File: src/rtl/cmh_pkg.sv
// shared widths, row codes, register indexes and coefficient tables
package cmh_pkg;

   localparam int SET_W    = 8;   // contrast, hue, saturation, gain, offset settings
   localparam int ANGLE_W  = 7;   // hue angle magnitude, 0..90 degrees
   localparam int TRIG_W   = 9;   // table sine and cosine, 0..256
   localparam int CHROMA_W = 9;   // saturation-scaled sine and cosine, 0..510
   localparam int LUMA_W   = 9;   // contrast times two
   localparam int PROD_W   = 10;  // one chroma product after the shift by 8
   localparam int MAG_W    = 11;  // combined chroma magnitude
   localparam int COEF_W   = 11;
   localparam int ROW_W    = 2;
   localparam int CSR_W    = 3;

   localparam logic [ANGLE_W-1:0] QUARTER_DEG = 7'd90;
   localparam logic [SET_W-1:0]   OFFSET_BASE = 8'h80;
   localparam logic [SET_W-1:0]   SET_UNITY   = 8'd128;

   localparam logic [ROW_W-1:0] ROW_RED   = 2'd0;
   localparam logic [ROW_W-1:0] ROW_GREEN = 2'd1;
   localparam logic [ROW_W-1:0] ROW_BLUE  = 2'd2;

   localparam logic [CSR_W-1:0] CSR_GAIN_RED     = 3'd0;
   localparam logic [CSR_W-1:0] CSR_GAIN_GREEN   = 3'd1;
   localparam logic [CSR_W-1:0] CSR_GAIN_BLUE    = 3'd2;
   localparam logic [CSR_W-1:0] CSR_OFFSET_RED   = 3'd3;
   localparam logic [CSR_W-1:0] CSR_OFFSET_GREEN = 3'd4;
   localparam logic [CSR_W-1:0] CSR_OFFSET_BLUE  = 3'd5;

   // one request after hue, saturation and contrast scaling
   typedef struct packed {
      logic                hue_neg;
      logic [CHROMA_W-1:0] sn;
      logic [CHROMA_W-1:0] cs;
      logic [LUMA_W-1:0]   luma_base;
   } cmh_item_type;

   // one matrix row on its way to the row datapath
   typedef struct packed {
      logic [ROW_W-1:0] row;
      cmh_item_type     item;
   } cmh_row_type;

   // Cb magnitude of each row in 1/256 units
   function automatic logic [TRIG_W-1:0] cb_mag(input logic [ROW_W-1:0] row);
      logic [TRIG_W-1:0] m;
      case (row)
         ROW_RED:   m = 9'h000;
         ROW_GREEN: m = 9'h058;
         ROW_BLUE:  m = 9'h1C5;
         default:   m = 9'h000;
      endcase
      return m;
   endfunction

   // Cr magnitude of each row in 1/256 units
   function automatic logic [TRIG_W-1:0] cr_mag(input logic [ROW_W-1:0] row);
      logic [TRIG_W-1:0] m;
      case (row)
         ROW_RED:   m = 9'h167;
         ROW_GREEN: m = 9'h0B6;
         ROW_BLUE:  m = 9'h000;
         default:   m = 9'h000;
      endcase
      return m;
   endfunction

   // sin(deg) * 256 for deg 0..90
   function automatic logic [TRIG_W-1:0] quarter_sine(input logic [ANGLE_W-1:0] deg);
      logic [TRIG_W-1:0] s;
      case (deg) inside
         7'd0:  s = 9'h000;  7'd1:  s = 9'h004;  7'd2:  s = 9'h008;  7'd3:  s = 9'h00D;
         7'd4:  s = 9'h011;  7'd5:  s = 9'h016;  7'd6:  s = 9'h01A;  7'd7:  s = 9'h01F;
         7'd8:  s = 9'h023;  7'd9:  s = 9'h028;  7'd10: s = 9'h02C;  7'd11: s = 9'h030;
         7'd12: s = 9'h035;  7'd13: s = 9'h039;  7'd14: s = 9'h03D;  7'd15: s = 9'h042;
         7'd16: s = 9'h046;  7'd17: s = 9'h04A;  7'd18: s = 9'h04F;  7'd19: s = 9'h053;
         7'd20: s = 9'h057;  7'd21: s = 9'h05B;  7'd22: s = 9'h05F;  7'd23: s = 9'h064;
         7'd24: s = 9'h068;  7'd25: s = 9'h06C;  7'd26: s = 9'h070;  7'd27: s = 9'h074;
         7'd28: s = 9'h078;  7'd29: s = 9'h07C;  7'd30: s = 9'h07F;  7'd31: s = 9'h083;
         7'd32: s = 9'h087;  7'd33: s = 9'h08B;  7'd34: s = 9'h08F;  7'd35: s = 9'h092;
         7'd36: s = 9'h096;  7'd37: s = 9'h09A;  7'd38: s = 9'h09D;  7'd39: s = 9'h0A1;
         7'd40: s = 9'h0A4;  7'd41: s = 9'h0A7;  7'd42: s = 9'h0AB;  7'd43: s = 9'h0AE;
         7'd44: s = 9'h0B1;  7'd45: s = 9'h0B5;  7'd46: s = 9'h0B8;  7'd47: s = 9'h0BB;
         7'd48: s = 9'h0BE;  7'd49: s = 9'h0C1;  7'd50: s = 9'h0C4;  7'd51: s = 9'h0C6;
         7'd52: s = 9'h0C9;  7'd53: s = 9'h0CC;  7'd54: s = 9'h0CF;  7'd55: s = 9'h0D1;
         7'd56: s = 9'h0D4;  7'd57: s = 9'h0D6;  7'd58: s = 9'h0D9;  7'd59: s = 9'h0DB;
         7'd60: s = 9'h0DD;  7'd61: s = 9'h0DF;  7'd62: s = 9'h0E2;  7'd63: s = 9'h0E4;
         7'd64: s = 9'h0E6;  7'd65: s = 9'h0E8;  7'd66: s = 9'h0E9;  7'd67: s = 9'h0EB;
         7'd68: s = 9'h0ED;  7'd69: s = 9'h0EE;  7'd70: s = 9'h0F0;  7'd71: s = 9'h0F2;
         7'd72: s = 9'h0F3;  7'd73: s = 9'h0F4;  7'd74: s = 9'h0F6;  7'd75: s = 9'h0F7;
         7'd76: s = 9'h0F8;  7'd77: s = 9'h0F9;  7'd78: s = 9'h0FA;  7'd79: s = 9'h0FB;
         7'd80, 7'd81: s = 9'h0FC;
         7'd82: s = 9'h0FD;
         7'd83, 7'd84: s = 9'h0FE;
         [7'd85:7'd89]: s = 9'h0FF;
         7'd90: s = 9'h100;
         default: s = 9'h000;
      endcase
      return s;
   endfunction

endpackage

File: src/rtl/color_matrix_hue_sat_coeff.sv
// top level: colour matrix coefficient generator with hue, saturation and contrast
//
// req_ takes one picture-setting item (contrast, hue code, saturation) per handshake.
// rsp_ returns three items per request, red, green then blue rows of the
// YCbCr-to-RGB matrix; tuser carries the row number and tlast marks the blue row.
// csr_ writes the channel gains (indexes 0..2) and offsets (3..5); writes to other
// indexes are dropped. Write only while no request is in flight.
// The red row passes the front end, the row sequencer and the row datapath before it
// is presented; green and blue follow it when the receiver is ready.
// Throughput: one row per cycle while the receiver is ready; the row sequencer takes
// a new request only when empty or as the blue row of the last one leaves. The front end
// and the row datapath are each three register stages and take a new entry every cycle unless held.
// Reset clears all pipeline valid bits and sets every gain and offset to 128.
// When rsp_tready is low the pipeline holds; stages fill behind the output
// register and req_tready drops once they are full. Nothing is lost or repeated.
module color_matrix_hue_sat_coeff (
   input  logic        clock,
   input  logic        reset,
   input  logic        req_tvalid,
   output logic        req_tready,
   input  logic [23:0] req_tdata,   // contrast, hue_code, saturation
   output logic        rsp_tvalid,
   input  logic        rsp_tready,
   output logic [47:0] rsp_tdata,   // luma_coeff, cb_coeff, cr_coeff, channel_offset, zero pad
   output logic [1:0]  rsp_tuser,   // row
   output logic        rsp_tlast,
   input  logic        csr_we,
   input  logic [2:0]  csr_index,
   input  logic [7:0]  csr_wdata
);

   logic [2:0][cmh_pkg::SET_W-1:0] gain_ff, offset_ff;

   logic                           front_valid, front_ready;
   cmh_pkg::cmh_item_type          front_item;
   logic                           seq_valid, seq_ready;
   cmh_pkg::cmh_row_type           seq_row;

   logic [cmh_pkg::COEF_W-1:0]     luma_coeff, cb_coeff, cr_coeff;
   logic [cmh_pkg::SET_W-1:0]      channel_offset;

   always_ff @(posedge clock) begin
      if (reset) begin
         gain_ff   <= {3{cmh_pkg::SET_UNITY}};
         offset_ff <= {3{cmh_pkg::SET_UNITY}};
      end else if (csr_we) begin
         unique case (csr_index)
            cmh_pkg::CSR_GAIN_RED:     gain_ff[0]   <= csr_wdata;
            cmh_pkg::CSR_GAIN_GREEN:   gain_ff[1]   <= csr_wdata;
            cmh_pkg::CSR_GAIN_BLUE:    gain_ff[2]   <= csr_wdata;
            cmh_pkg::CSR_OFFSET_RED:   offset_ff[0] <= csr_wdata;
            cmh_pkg::CSR_OFFSET_GREEN: offset_ff[1] <= csr_wdata;
            cmh_pkg::CSR_OFFSET_BLUE:  offset_ff[2] <= csr_wdata;
            default: ;
         endcase
      end
   end

   cmh_hue_front u_front (
      .clock      (clock),
      .reset      (reset),
      .in_valid   (req_tvalid),
      .in_ready   (req_tready),
      .contrast   (req_tdata[7:0]),
      .hue_code   (req_tdata[15:8]),
      .saturation (req_tdata[23:16]),
      .out_valid  (front_valid),
      .out_ready  (front_ready),
      .out_item   (front_item)
   );

   cmh_row_seq u_seq (
      .clock     (clock),
      .reset     (reset),
      .in_valid  (front_valid),
      .in_ready  (front_ready),
      .in_item   (front_item),
      .out_valid (seq_valid),
      .out_ready (seq_ready),
      .out_row   (seq_row)
   );

   cmh_row_calc u_calc (
      .clock          (clock),
      .reset          (reset),
      .in_valid       (seq_valid),
      .in_ready       (seq_ready),
      .in_row         (seq_row),
      .gain           (gain_ff),
      .offset         (offset_ff),
      .out_valid      (rsp_tvalid),
      .out_ready      (rsp_tready),
      .out_row        (rsp_tuser),
      .luma_coeff     (luma_coeff),
      .cb_coeff       (cb_coeff),
      .cr_coeff       (cr_coeff),
      .channel_offset (channel_offset),
      .out_last       (rsp_tlast)
   );

   assign rsp_tdata = {7'd0, channel_offset, cr_coeff, cb_coeff, luma_coeff};

endmodule

File: src/rtl/cmh_hue_front.sv
// per-request front end: hue angle, sine and cosine lookup, saturation scaling
module cmh_hue_front (
   input  logic                          clock,
   input  logic                          reset,
   input  logic                          in_valid,
   output logic                          in_ready,
   input  logic [cmh_pkg::SET_W-1:0]     contrast,
   input  logic [cmh_pkg::SET_W-1:0]     hue_code,
   input  logic [cmh_pkg::SET_W-1:0]     saturation,
   output logic                          out_valid,
   input  logic                          out_ready,
   output cmh_pkg::cmh_item_type         out_item
);

   logic                             s1_valid_ff, s2_valid_ff, s3_valid_ff;
   logic                             s1_ready, s2_ready, s3_ready;

   logic                             s1_hue_neg_ff;
   logic [cmh_pkg::ANGLE_W-1:0]      s1_mag_ff;
   logic [cmh_pkg::SET_W-1:0]        s1_sat_ff, s1_con_ff;

   logic                             s2_hue_neg_ff;
   logic [cmh_pkg::TRIG_W-1:0]       s2_sine_ff, s2_cosine_ff;
   logic [cmh_pkg::SET_W-1:0]        s2_sat_ff, s2_con_ff;

   cmh_pkg::cmh_item_type            s3_item_ff, s3_item_in;

   logic [14:0]                      hue_prod;
   logic [7:0]                       angle_ofs;
   logic                             hue_neg_in;
   logic [7:0]                       mag_wide;
   logic [cmh_pkg::ANGLE_W-1:0]      cos_deg;
   logic [16:0]                      sn_prod, cs_prod;

   assign s3_ready = !s3_valid_ff || out_ready;
   assign s2_ready = !s2_valid_ff || s3_ready;
   assign s1_ready = !s1_valid_ff || s2_ready;
   assign in_ready = s1_ready;

   // angle + 90 = floor(hue * 90 / 128), 0..179
   always_comb begin
      hue_prod   = {7'd0, hue_code} * 15'd90;
      angle_ofs  = hue_prod[14:7];
      hue_neg_in = angle_ofs < 8'd90;
      mag_wide   = hue_neg_in ? (8'd90 - angle_ofs) : (angle_ofs - 8'd90);
   end

   assign cos_deg = cmh_pkg::QUARTER_DEG - s1_mag_ff;

   always_comb begin
      sn_prod = {8'd0, s2_sine_ff} * {9'd0, s2_sat_ff};
      cs_prod = {8'd0, s2_cosine_ff} * {9'd0, s2_sat_ff};
      s3_item_in.hue_neg   = s2_hue_neg_ff;
      s3_item_in.sn        = sn_prod[15:7];
      s3_item_in.cs        = cs_prod[15:7];
      s3_item_in.luma_base = {s2_con_ff, 1'b0};
   end

   always_ff @(posedge clock) begin
      if (reset) begin
         s1_valid_ff <= 1'b0;
         s2_valid_ff <= 1'b0;
         s3_valid_ff <= 1'b0;
      end else begin
         if (s1_ready) s1_valid_ff <= in_valid;
         if (s2_ready) s2_valid_ff <= s1_valid_ff;
         if (s3_ready) s3_valid_ff <= s2_valid_ff;
      end
   end

   always_ff @(posedge clock) begin
      if (s1_ready) begin
         s1_hue_neg_ff <= hue_neg_in;
         s1_mag_ff     <= mag_wide[cmh_pkg::ANGLE_W-1:0];
         s1_sat_ff     <= saturation;
         s1_con_ff     <= contrast;
      end
      if (s2_ready) begin
         s2_hue_neg_ff <= s1_hue_neg_ff;
         s2_sine_ff    <= cmh_pkg::quarter_sine(s1_mag_ff);
         s2_cosine_ff  <= cmh_pkg::quarter_sine(cos_deg);
         s2_sat_ff     <= s1_sat_ff;
         s2_con_ff     <= s1_con_ff;
      end
      if (s3_ready) begin
         s3_item_ff <= s3_item_in;
      end
   end

   assign out_valid = s3_valid_ff;
   assign out_item  = s3_item_ff;

endmodule

File: src/rtl/cmh_row_seq.sv
// row sequencer: holds one request and issues its red, green and blue rows
module cmh_row_seq (
   input  logic                   clock,
   input  logic                   reset,
   input  logic                   in_valid,
   output logic                   in_ready,
   input  cmh_pkg::cmh_item_type  in_item,
   output logic                   out_valid,
   input  logic                   out_ready,
   output cmh_pkg::cmh_row_type   out_row
);

   logic                          valid_ff;
   logic [cmh_pkg::ROW_W-1:0]     row_ff;
   cmh_pkg::cmh_item_type         item_ff;
   logic                          load;

   // take the next item when empty or while the blue row leaves
   assign in_ready = !valid_ff || (out_ready && row_ff == cmh_pkg::ROW_BLUE);
   assign load     = in_ready;

   always_ff @(posedge clock) begin
      if (reset) begin
         valid_ff <= 1'b0;
         row_ff   <= cmh_pkg::ROW_RED;
      end else if (load) begin
         valid_ff <= in_valid;
         row_ff   <= cmh_pkg::ROW_RED;
      end else if (out_ready) begin
         row_ff   <= row_ff + 2'd1;
      end
   end

   always_ff @(posedge clock) begin
      if (load) item_ff <= in_item;
   end

   assign out_valid    = valid_ff;
   assign out_row.row  = row_ff;
   assign out_row.item = item_ff;

endmodule

File: src/rtl/cmh_row_calc.sv
// row datapath: chroma products, rotation sign handling, gain and final coefficients
module cmh_row_calc (
   input  logic                                      clock,
   input  logic                                      reset,
   input  logic                                      in_valid,
   output logic                                      in_ready,
   input  cmh_pkg::cmh_row_type                      in_row,
   input  logic [2:0][cmh_pkg::SET_W-1:0]            gain,
   input  logic [2:0][cmh_pkg::SET_W-1:0]            offset,
   output logic                                      out_valid,
   input  logic                                      out_ready,
   output logic [cmh_pkg::ROW_W-1:0]                 out_row,
   output logic [cmh_pkg::COEF_W-1:0]                luma_coeff,
   output logic [cmh_pkg::COEF_W-1:0]                cb_coeff,
   output logic [cmh_pkg::COEF_W-1:0]                cr_coeff,
   output logic [cmh_pkg::SET_W-1:0]                 channel_offset,
   output logic                                      out_last
);

   logic s1_valid_ff, s2_valid_ff, s3_valid_ff;
   logic s1_ready, s2_ready, s3_ready;

   // stage 1: products
   logic [cmh_pkg::ROW_W-1:0]   s1_row_ff;
   logic [cmh_pkg::SET_W-1:0]   s1_gain_ff, s1_off_ff;
   logic                        s1_hue_neg_ff;
   logic [cmh_pkg::PROD_W-1:0]  s1_au_ff, s1_bu_ff, s1_av_ff, s1_bv_ff, s1_luma_ff;

   // stage 2: signed magnitudes
   logic [cmh_pkg::ROW_W-1:0]   s2_row_ff;
   logic [cmh_pkg::SET_W-1:0]   s2_gain_ff, s2_off_ff;
   logic [cmh_pkg::PROD_W-1:0]  s2_luma_ff;
   logic [cmh_pkg::MAG_W-1:0]   s2_mu_ff, s2_mv_ff, s2_mu_in, s2_mv_in;
   logic                        s2_negu_ff, s2_negv_ff, s2_negu_in, s2_negv_in;

   // stage 3: output register
   logic [cmh_pkg::ROW_W-1:0]   s3_row_ff;
   logic [cmh_pkg::COEF_W-1:0]  s3_luma_ff, s3_cb_ff, s3_cr_ff, s3_cb_in, s3_cr_in;
   logic [cmh_pkg::SET_W-1:0]   s3_off_ff;

   logic [cmh_pkg::SET_W-1:0]   gain_sel, offset_sel;
   logic [cmh_pkg::TRIG_W-1:0]  cbm, crm;
   logic [17:0]                 au_prod, bu_prod, av_prod, bv_prod;
   logic [16:0]                 luma_prod;
   logic [cmh_pkg::MAG_W-1:0]   au, bu, av, bv;
   logic [18:0]                 wu_prod, wv_prod;
   logic [cmh_pkg::COEF_W-1:0]  wu, wv;
   logic                        green, negu_row, negv_row;

   assign s3_ready = !s3_valid_ff || out_ready;
   assign s2_ready = !s2_valid_ff || s3_ready;
   assign s1_ready = !s1_valid_ff || s2_ready;
   assign in_ready = s1_ready;

   always_comb begin
      case (in_row.row)
         cmh_pkg::ROW_RED: begin
            gain_sel   = gain[0];
            offset_sel = offset[0];
         end
         cmh_pkg::ROW_GREEN: begin
            gain_sel   = gain[1];
            offset_sel = offset[1];
         end
         default: begin
            gain_sel   = gain[2];
            offset_sel = offset[2];
         end
      endcase
      cbm       = cmh_pkg::cb_mag(in_row.row);
      crm       = cmh_pkg::cr_mag(in_row.row);
      au_prod   = {9'd0, cbm} * {9'd0, in_row.item.cs};
      bu_prod   = {9'd0, crm} * {9'd0, in_row.item.sn};
      av_prod   = {9'd0, cbm} * {9'd0, in_row.item.sn};
      bv_prod   = {9'd0, crm} * {9'd0, in_row.item.cs};
      luma_prod = {8'd0, in_row.item.luma_base} * {9'd0, gain_sel};
   end

   // U = Mcb*cos + Mcr*sin, V = Mcr*cos - Mcb*sin, with the angle sign folded in
   always_comb begin
      au = {1'b0, s1_au_ff};
      bu = {1'b0, s1_bu_ff};
      av = {1'b0, s1_av_ff};
      bv = {1'b0, s1_bv_ff};
      if (s1_hue_neg_ff) begin
         if (au > bu) begin
            s2_mu_in   = au - bu;
            s2_negu_in = 1'b0;
         end else begin
            s2_mu_in   = bu - au;
            s2_negu_in = bu != '0;
         end
         s2_mv_in   = av + bv;
         s2_negv_in = 1'b0;
      end else begin
         s2_mu_in   = au + bu;
         s2_negu_in = 1'b0;
         if (av < bv) begin
            s2_mv_in   = bv - av;
            s2_negv_in = 1'b0;
         end else begin
            s2_mv_in   = av - bv;
            s2_negv_in = av != '0;
         end
      end
   end

   // gain, then the green row has its sign flag inverted
   always_comb begin
      wu_prod  = {8'd0, s2_mu_ff} * {11'd0, s2_gain_ff};
      wv_prod  = {8'd0, s2_mv_ff} * {11'd0, s2_gain_ff};
      wu       = wu_prod[17:7];
      wv       = wv_prod[17:7];
      green    = s2_row_ff == cmh_pkg::ROW_GREEN;
      negu_row = s2_negu_ff ^ green;
      negv_row = s2_negv_ff ^ green;
      s3_cb_in = negu_row ? (11'd0 - wu) : wu;
      s3_cr_in = negv_row ? (11'd0 - wv) : wv;
   end

   always_ff @(posedge clock) begin
      if (reset) begin
         s1_valid_ff <= 1'b0;
         s2_valid_ff <= 1'b0;
         s3_valid_ff <= 1'b0;
      end else begin
         if (s1_ready) s1_valid_ff <= in_valid;
         if (s2_ready) s2_valid_ff <= s1_valid_ff;
         if (s3_ready) s3_valid_ff <= s2_valid_ff;
      end
   end

   always_ff @(posedge clock) begin
      if (s1_ready) begin
         s1_row_ff     <= in_row.row;
         s1_gain_ff    <= gain_sel;
         s1_off_ff     <= offset_sel + cmh_pkg::OFFSET_BASE;
         s1_hue_neg_ff <= in_row.item.hue_neg;
         s1_au_ff      <= au_prod[17:8];
         s1_bu_ff      <= bu_prod[17:8];
         s1_av_ff      <= av_prod[17:8];
         s1_bv_ff      <= bv_prod[17:8];
         s1_luma_ff    <= luma_prod[16:7];
      end
      if (s2_ready) begin
         s2_row_ff  <= s1_row_ff;
         s2_gain_ff <= s1_gain_ff;
         s2_off_ff  <= s1_off_ff;
         s2_luma_ff <= s1_luma_ff;
         s2_mu_ff   <= s2_mu_in;
         s2_mv_ff   <= s2_mv_in;
         s2_negu_ff <= s2_negu_in;
         s2_negv_ff <= s2_negv_in;
      end
      if (s3_ready) begin
         s3_row_ff  <= s2_row_ff;
         s3_luma_ff <= {1'b0, s2_luma_ff};
         s3_cb_ff   <= s3_cb_in;
         s3_cr_ff   <= s3_cr_in;
         s3_off_ff  <= s2_off_ff;
      end
   end

   assign out_valid      = s3_valid_ff;
   assign out_row        = s3_row_ff;
   assign luma_coeff     = s3_luma_ff;
   assign cb_coeff       = s3_cb_ff;
   assign cr_coeff       = s3_cr_ff;
   assign channel_offset = s3_off_ff;
   assign out_last       = s3_row_ff == cmh_pkg::ROW_BLUE;

endmodule
File: config.mk
export PLATFORM = sky130hd
export DESIGN_NAME = color_matrix_hue_sat_coeff
export DESIGN_NICKNAME = d
export VERILOG_FILES = /design/src/rtl/cmh_pkg.sv /design/src/rtl/color_matrix_hue_sat_coeff.sv /design/src/rtl/cmh_hue_front.sv /design/src/rtl/cmh_row_seq.sv /design/src/rtl/cmh_row_calc.sv
export SDC_FILE = /design/constraint.sdc
export NUM_CORES = 2
export LEC_CHECK = 0
export ABC_AREA = 0
export BUFFER_PORTS_ARGS = -buffer_cell sky130_fd_sc_hd__buf_2
export CAP_MARGIN = 20
export CORE_MARGIN = 10
export CORE_UTILIZATION = 55
export CTS_BUF_LIST = sky130_fd_sc_hd__clkbuf_2
export DETAILED_ROUTE_END_ITERATION = 8
export PLACE_DENSITY = 0.69
export SLEW_MARGIN = 10
export SYNTH_ARGS = -nofsm -noshare
export SYNTH_HDL_FRONTEND = slang
export SYNTH_SLANG_ARGS = --single-unit
File: constraint.sdc
create_clock -name clock -period 10.1 [get_ports clock]
set_clock_uncertainty 0.05 [all_clocks]
set_input_delay 0.505 -clock clock [delete_from_list [all_inputs] [get_ports clock]]
set_output_delay 0.505 -clock clock [all_outputs]
set_load 0.005 [all_outputs]
==> reports/results.env <==
YS_TOP_CELLS_BY_AREA='edfxtp_1 (22%), fa_1 (20%), ha_1 (15%)'
IOS=93
SETUP-TNS-FINAL_PS=0
YS_FF_LATCH=333
CRITICAL_PATH.STARTPOINT='u_calc.s2_gain_ff[2]'
DRT_ITER0_MARKERS=1950
SYNTH-EDFF-COUNT=276
STD_CELL_ROWS=95
TIMING.CRITICAL_PATH.FROM_TYPE='flop'
YOSYSMOSTFREQUENTCELL='inv_1'
WORST_HOLD_PATH.NUM_CELLS=2
H-TREE-DEPTH=3
GRT_OVERFLOW=0
VIAS=28387
SYNTH.YOSYS.WARNINGS=0
WORST_R2R_ENDPOINT='u_calc.cb_coeff[10]'
SYNTHESIZED_NETLIST_CELL_COUNT=3953
WORST_R2R_PATH_DEPTH=22
DRT_FIRST_PASS_ITERS=6
TIGHTEST_SLEW_PS=1200
ROOT_BUFFER='clkbuf_2'
SYN-CELL-AREA_UM2=37200
PLACE.DETAILED.HPWL_UM=68500
VIASPERCELL=5.65
TOTAL_LEAKAGE_POWER_nW=19.3
RUN_STATUS='completed'
POWER_W=0.0122
DESIGN.DIE.AREA_UM2=78500
RSZ_0062_RAISED_AFTER_GLOBAL_ROUTING='false'
PLACED_AREA_UM2=38400
SYNTH.LIB_CELLS_USED.DISTINCT=99
CTS-ROOT-TO-SINK-BUFFERS=3
FINAL_MIN_PERIOD_OVER_CLOCK_PERIOD=0.636
FIRST_PASS_GRT_WIRE_LENGTH_UM=146000
MAX_FREQ_MHz=156
POST_LAYOUT_INSTANCE_AREA_UM2=40000
SETUP-VIOLATIONS-FINAL=0
DRIVE_ABOVE_1_SHARE=0.0776
SYNTH.CELLS.MOST_FREQUENT='inv_1 (615), nand2_1 (462), ha_1 (447), fa_1 (374), edfxtp_1 (276)'
IR_WORST_VDD_mV=0.406
SYNTHESIS.AREA_PER_INSTANCE_UM2=9.42
LAYOUT_MIN_CYCLE_TIME_PS=6420
WORST-SETUP-PATH-TYPE='flop to flop'
TIMING.REG2REG.SETUP_SLACK_PS=3680
CLKTRANSATPATHREGS_PS=100
FINAL.HOLD.WORST_SLACK_PS=151
POWER_DENSITY_nW_PER_UM2=304
WORSTHOLDPATHTYPE='input port to flop'
CORE_REGION_AREA_UM2=67200
CTS_INSERTED_BUFFERS=91
SYNTH.YOSYS.SEQ_AREA_SHARE=0.253
FLOW.AREA_GROWTH_FROM_SYNTHESIS_PCT=7.53
GPL_WTD_CONG=0.995
FINALNETCOUNT=4939
CRITPATHCAPTURE='u_calc.cb_coeff[10]'
DIE_WIDTH_UM=280
ROUTE.FINAL.WIRE_LENGTH_UM=88500
CRITICAL_PATH_REQUIRED_PS=10810
BUFFER_PORTS.INSERTED=84
TOTAL_GLOBAL_ROUTE_TRACK_USAGE=0.228
CRIT_FANOUT=22
TRITONCTS='built'
ANTENNA_VIOLATIONS_BEFORE_REPAIR=3
YOSYS_MOST_USED_DFF='edfxtp_1'
FINAL_CORE_UTIL=0.596
ROUTEDWLPERCELL_UM=17.6
POST-ROUTE-DRC-COUNT=0
CLOCK_LATENCY_PS=1050
LARGEST_NET_DEGREE_AT_THE_START_OF_GLOBAL_ROUTING=75
CP.ARRIVAL_PS=7140
SLEW-LIMIT-HEADROOM=0.195
FIRST_GLOBAL_VIAS=28956
ASYNCSETRESETFLOPFRACSYNTH=0
TIMING.FINAL.HOLD_VIOLATIONS=0
CTS.SINKS=333
FINAL_MAX_SLEW_VIOL_COUNT=0
ANTENNA_VIOLATING_NETS_POST_ROUTE=0
DIE_H_UM=280
MAX-CAP-VIOLATIONS=0
YOSYSTOPAREACELL='edfxtp_1'
PROPORTION_OF_NETLIST_AREA_HELD_BY_THE_LARGEST_AREA_CONTRIBUTOR=0.223
WORSTSETUPENDPOINTTYPE='flop'
WORST_R2R_STARTPOINT='u_calc.s2_gain_ff[2]'
INITIAL_UTILIZATION=0.554
==> per-stage QoR <==
stage	instances	setup slack, ps
floorplan	3960	4490
global placement	4797	4010
detailed placement	4798	3800
CTS	5023	3700
global route	5025	3320
finish	5027	3680
==> metal layers <==
layer | routed length [um] | track usage
met2 | 43100 | 0.392
met5 | 8 | 0
met1 | 37700 | 0.287
met3 | 4890 | 0.0336
met4 | 2860 | 0.0823
==> power by group <==
| group | switching [W] | leakage [nW] | internal [W] |
|---|---|---|---|
| combinational | 0.00499 | 15.0 | 0.00340 |
| sequential | 0.000385 | 3.55 | 0.00218 |
| clock | 0.000608 | 0.733 | 0.000604 |
==> critical path, cell delays in order (launching register included) <==
cell      delay, ps
edfxtp_1        700
and2_1          290
fa_1            430
fa_1            490
inv_1            50
fa_1            530
inv_1            50
fa_1            440
ha_1            200
nor3_1          170
o21ai_0         210
and2_1          250
a21oi_1         190
xor2_1          200
ha_1            210
nand3_1          80
mux2_2          290
a31oi_1         210
o21ai_0         230
o41ai_2         310
nor3_1           90
a221oi_1        300
xnor2_1         110
==> flip-flops by register name, indices dropped and copies added, names as in the netlist, 11 cells and up <==
register / count
u_front.out_item: 27
offset_ff: 24
gain_ff: 24
u_calc.cr_coeff: 11
u_calc.s2_mv_ff: 11
u_calc.s2_mu_ff: 11
u_seq.out_row: 27
u_calc.cb_coeff: 11
==> timing repair <==
| item | CTS | global route |
|---|---|---|
| hold endpoints to repair | 69 | 0 |
| gates resized for setup | 0 | 0 |
| buffers inserted | 0 | 0 |
| hold buffers | 59 | 0 |
==> cell families (layout without fill, tap and decap cells) <==
group                      count (synthesis)  after routing  share of synthesized area
other                                      1             11                   0.000101
muxes                                     20             20                    0.00558
xor gates and xnor gates                 154            154                     0.0362
buffers and inverters                    754            945                     0.0780
and+or+nand+nor                         1206           1206                      0.159
DFF                                      333            333                      0.253
AOI/OAI and AO/OA                        664            664                      0.116
adders and majority gates                821            821                      0.351
==> area by class of cell <==
type                    count  area (um^2)
well taps                 873         1090
fillers                  5836        27100
flip-flops and latches    333         9430
inverters                 616         2310
clock buffers             128          641
multi-input cells        2873        24900
diodes                      3         7.51
repair buffers            163         1190
clock inverters            38          425
==> layout by cell type (no fill, tap or decap), types with 13 or more instances in the layout <==
cell type      instances
clkbuf_2             128
o22ai_1               17
nor2b_1               33
clkinv_1              19
o211ai_1              15
o31ai_1               16
dlygate4sd3_1         59
a31oi_1               36
nand3_1               50
or3_1                 16
nand2_1              461
nand3b_1              16
a21oi_1              214
nor4_1                16
xor2_1                57
edfxtp_1             276
dfxtp_1               57
and2_1               264
a22oi_1               20
or2_2                 27
nand2b_1              21
fa_1                 374
mux2i_1               14
o21ai_0              122
xnor2_1               97
inv_1                614
a21o_1                28
nor3_1                59
ha_1                 447
buf_4                 18
a211oi_1              13
o21bai_1              24
and3_1                19
nor2_1               173
o21a_1                24
buf_2                 84
==> worst min-delay path by stage <==
stage	startpoint	endpoint	slack, ps
final	req_tdata[16]	u_front.s1_sat_ff[0]	150
after global routing	req_tdata[1]	u_front.s1_con_ff[1]	60
after CTS	req_tdata[1]	u_front.s1_con_ff[1]	4
after detailed placement	u_front.s2_con_ff[6]	u_front.out_item[7]	350
after global placement	u_front.out_item[23]	u_seq.out_row[23]	350
after floorplan	u_calc.s2_off_ff[0]	u_calc.channel_offset[0]	350
No activity file was read; power rests on OpenSTA's default activity.
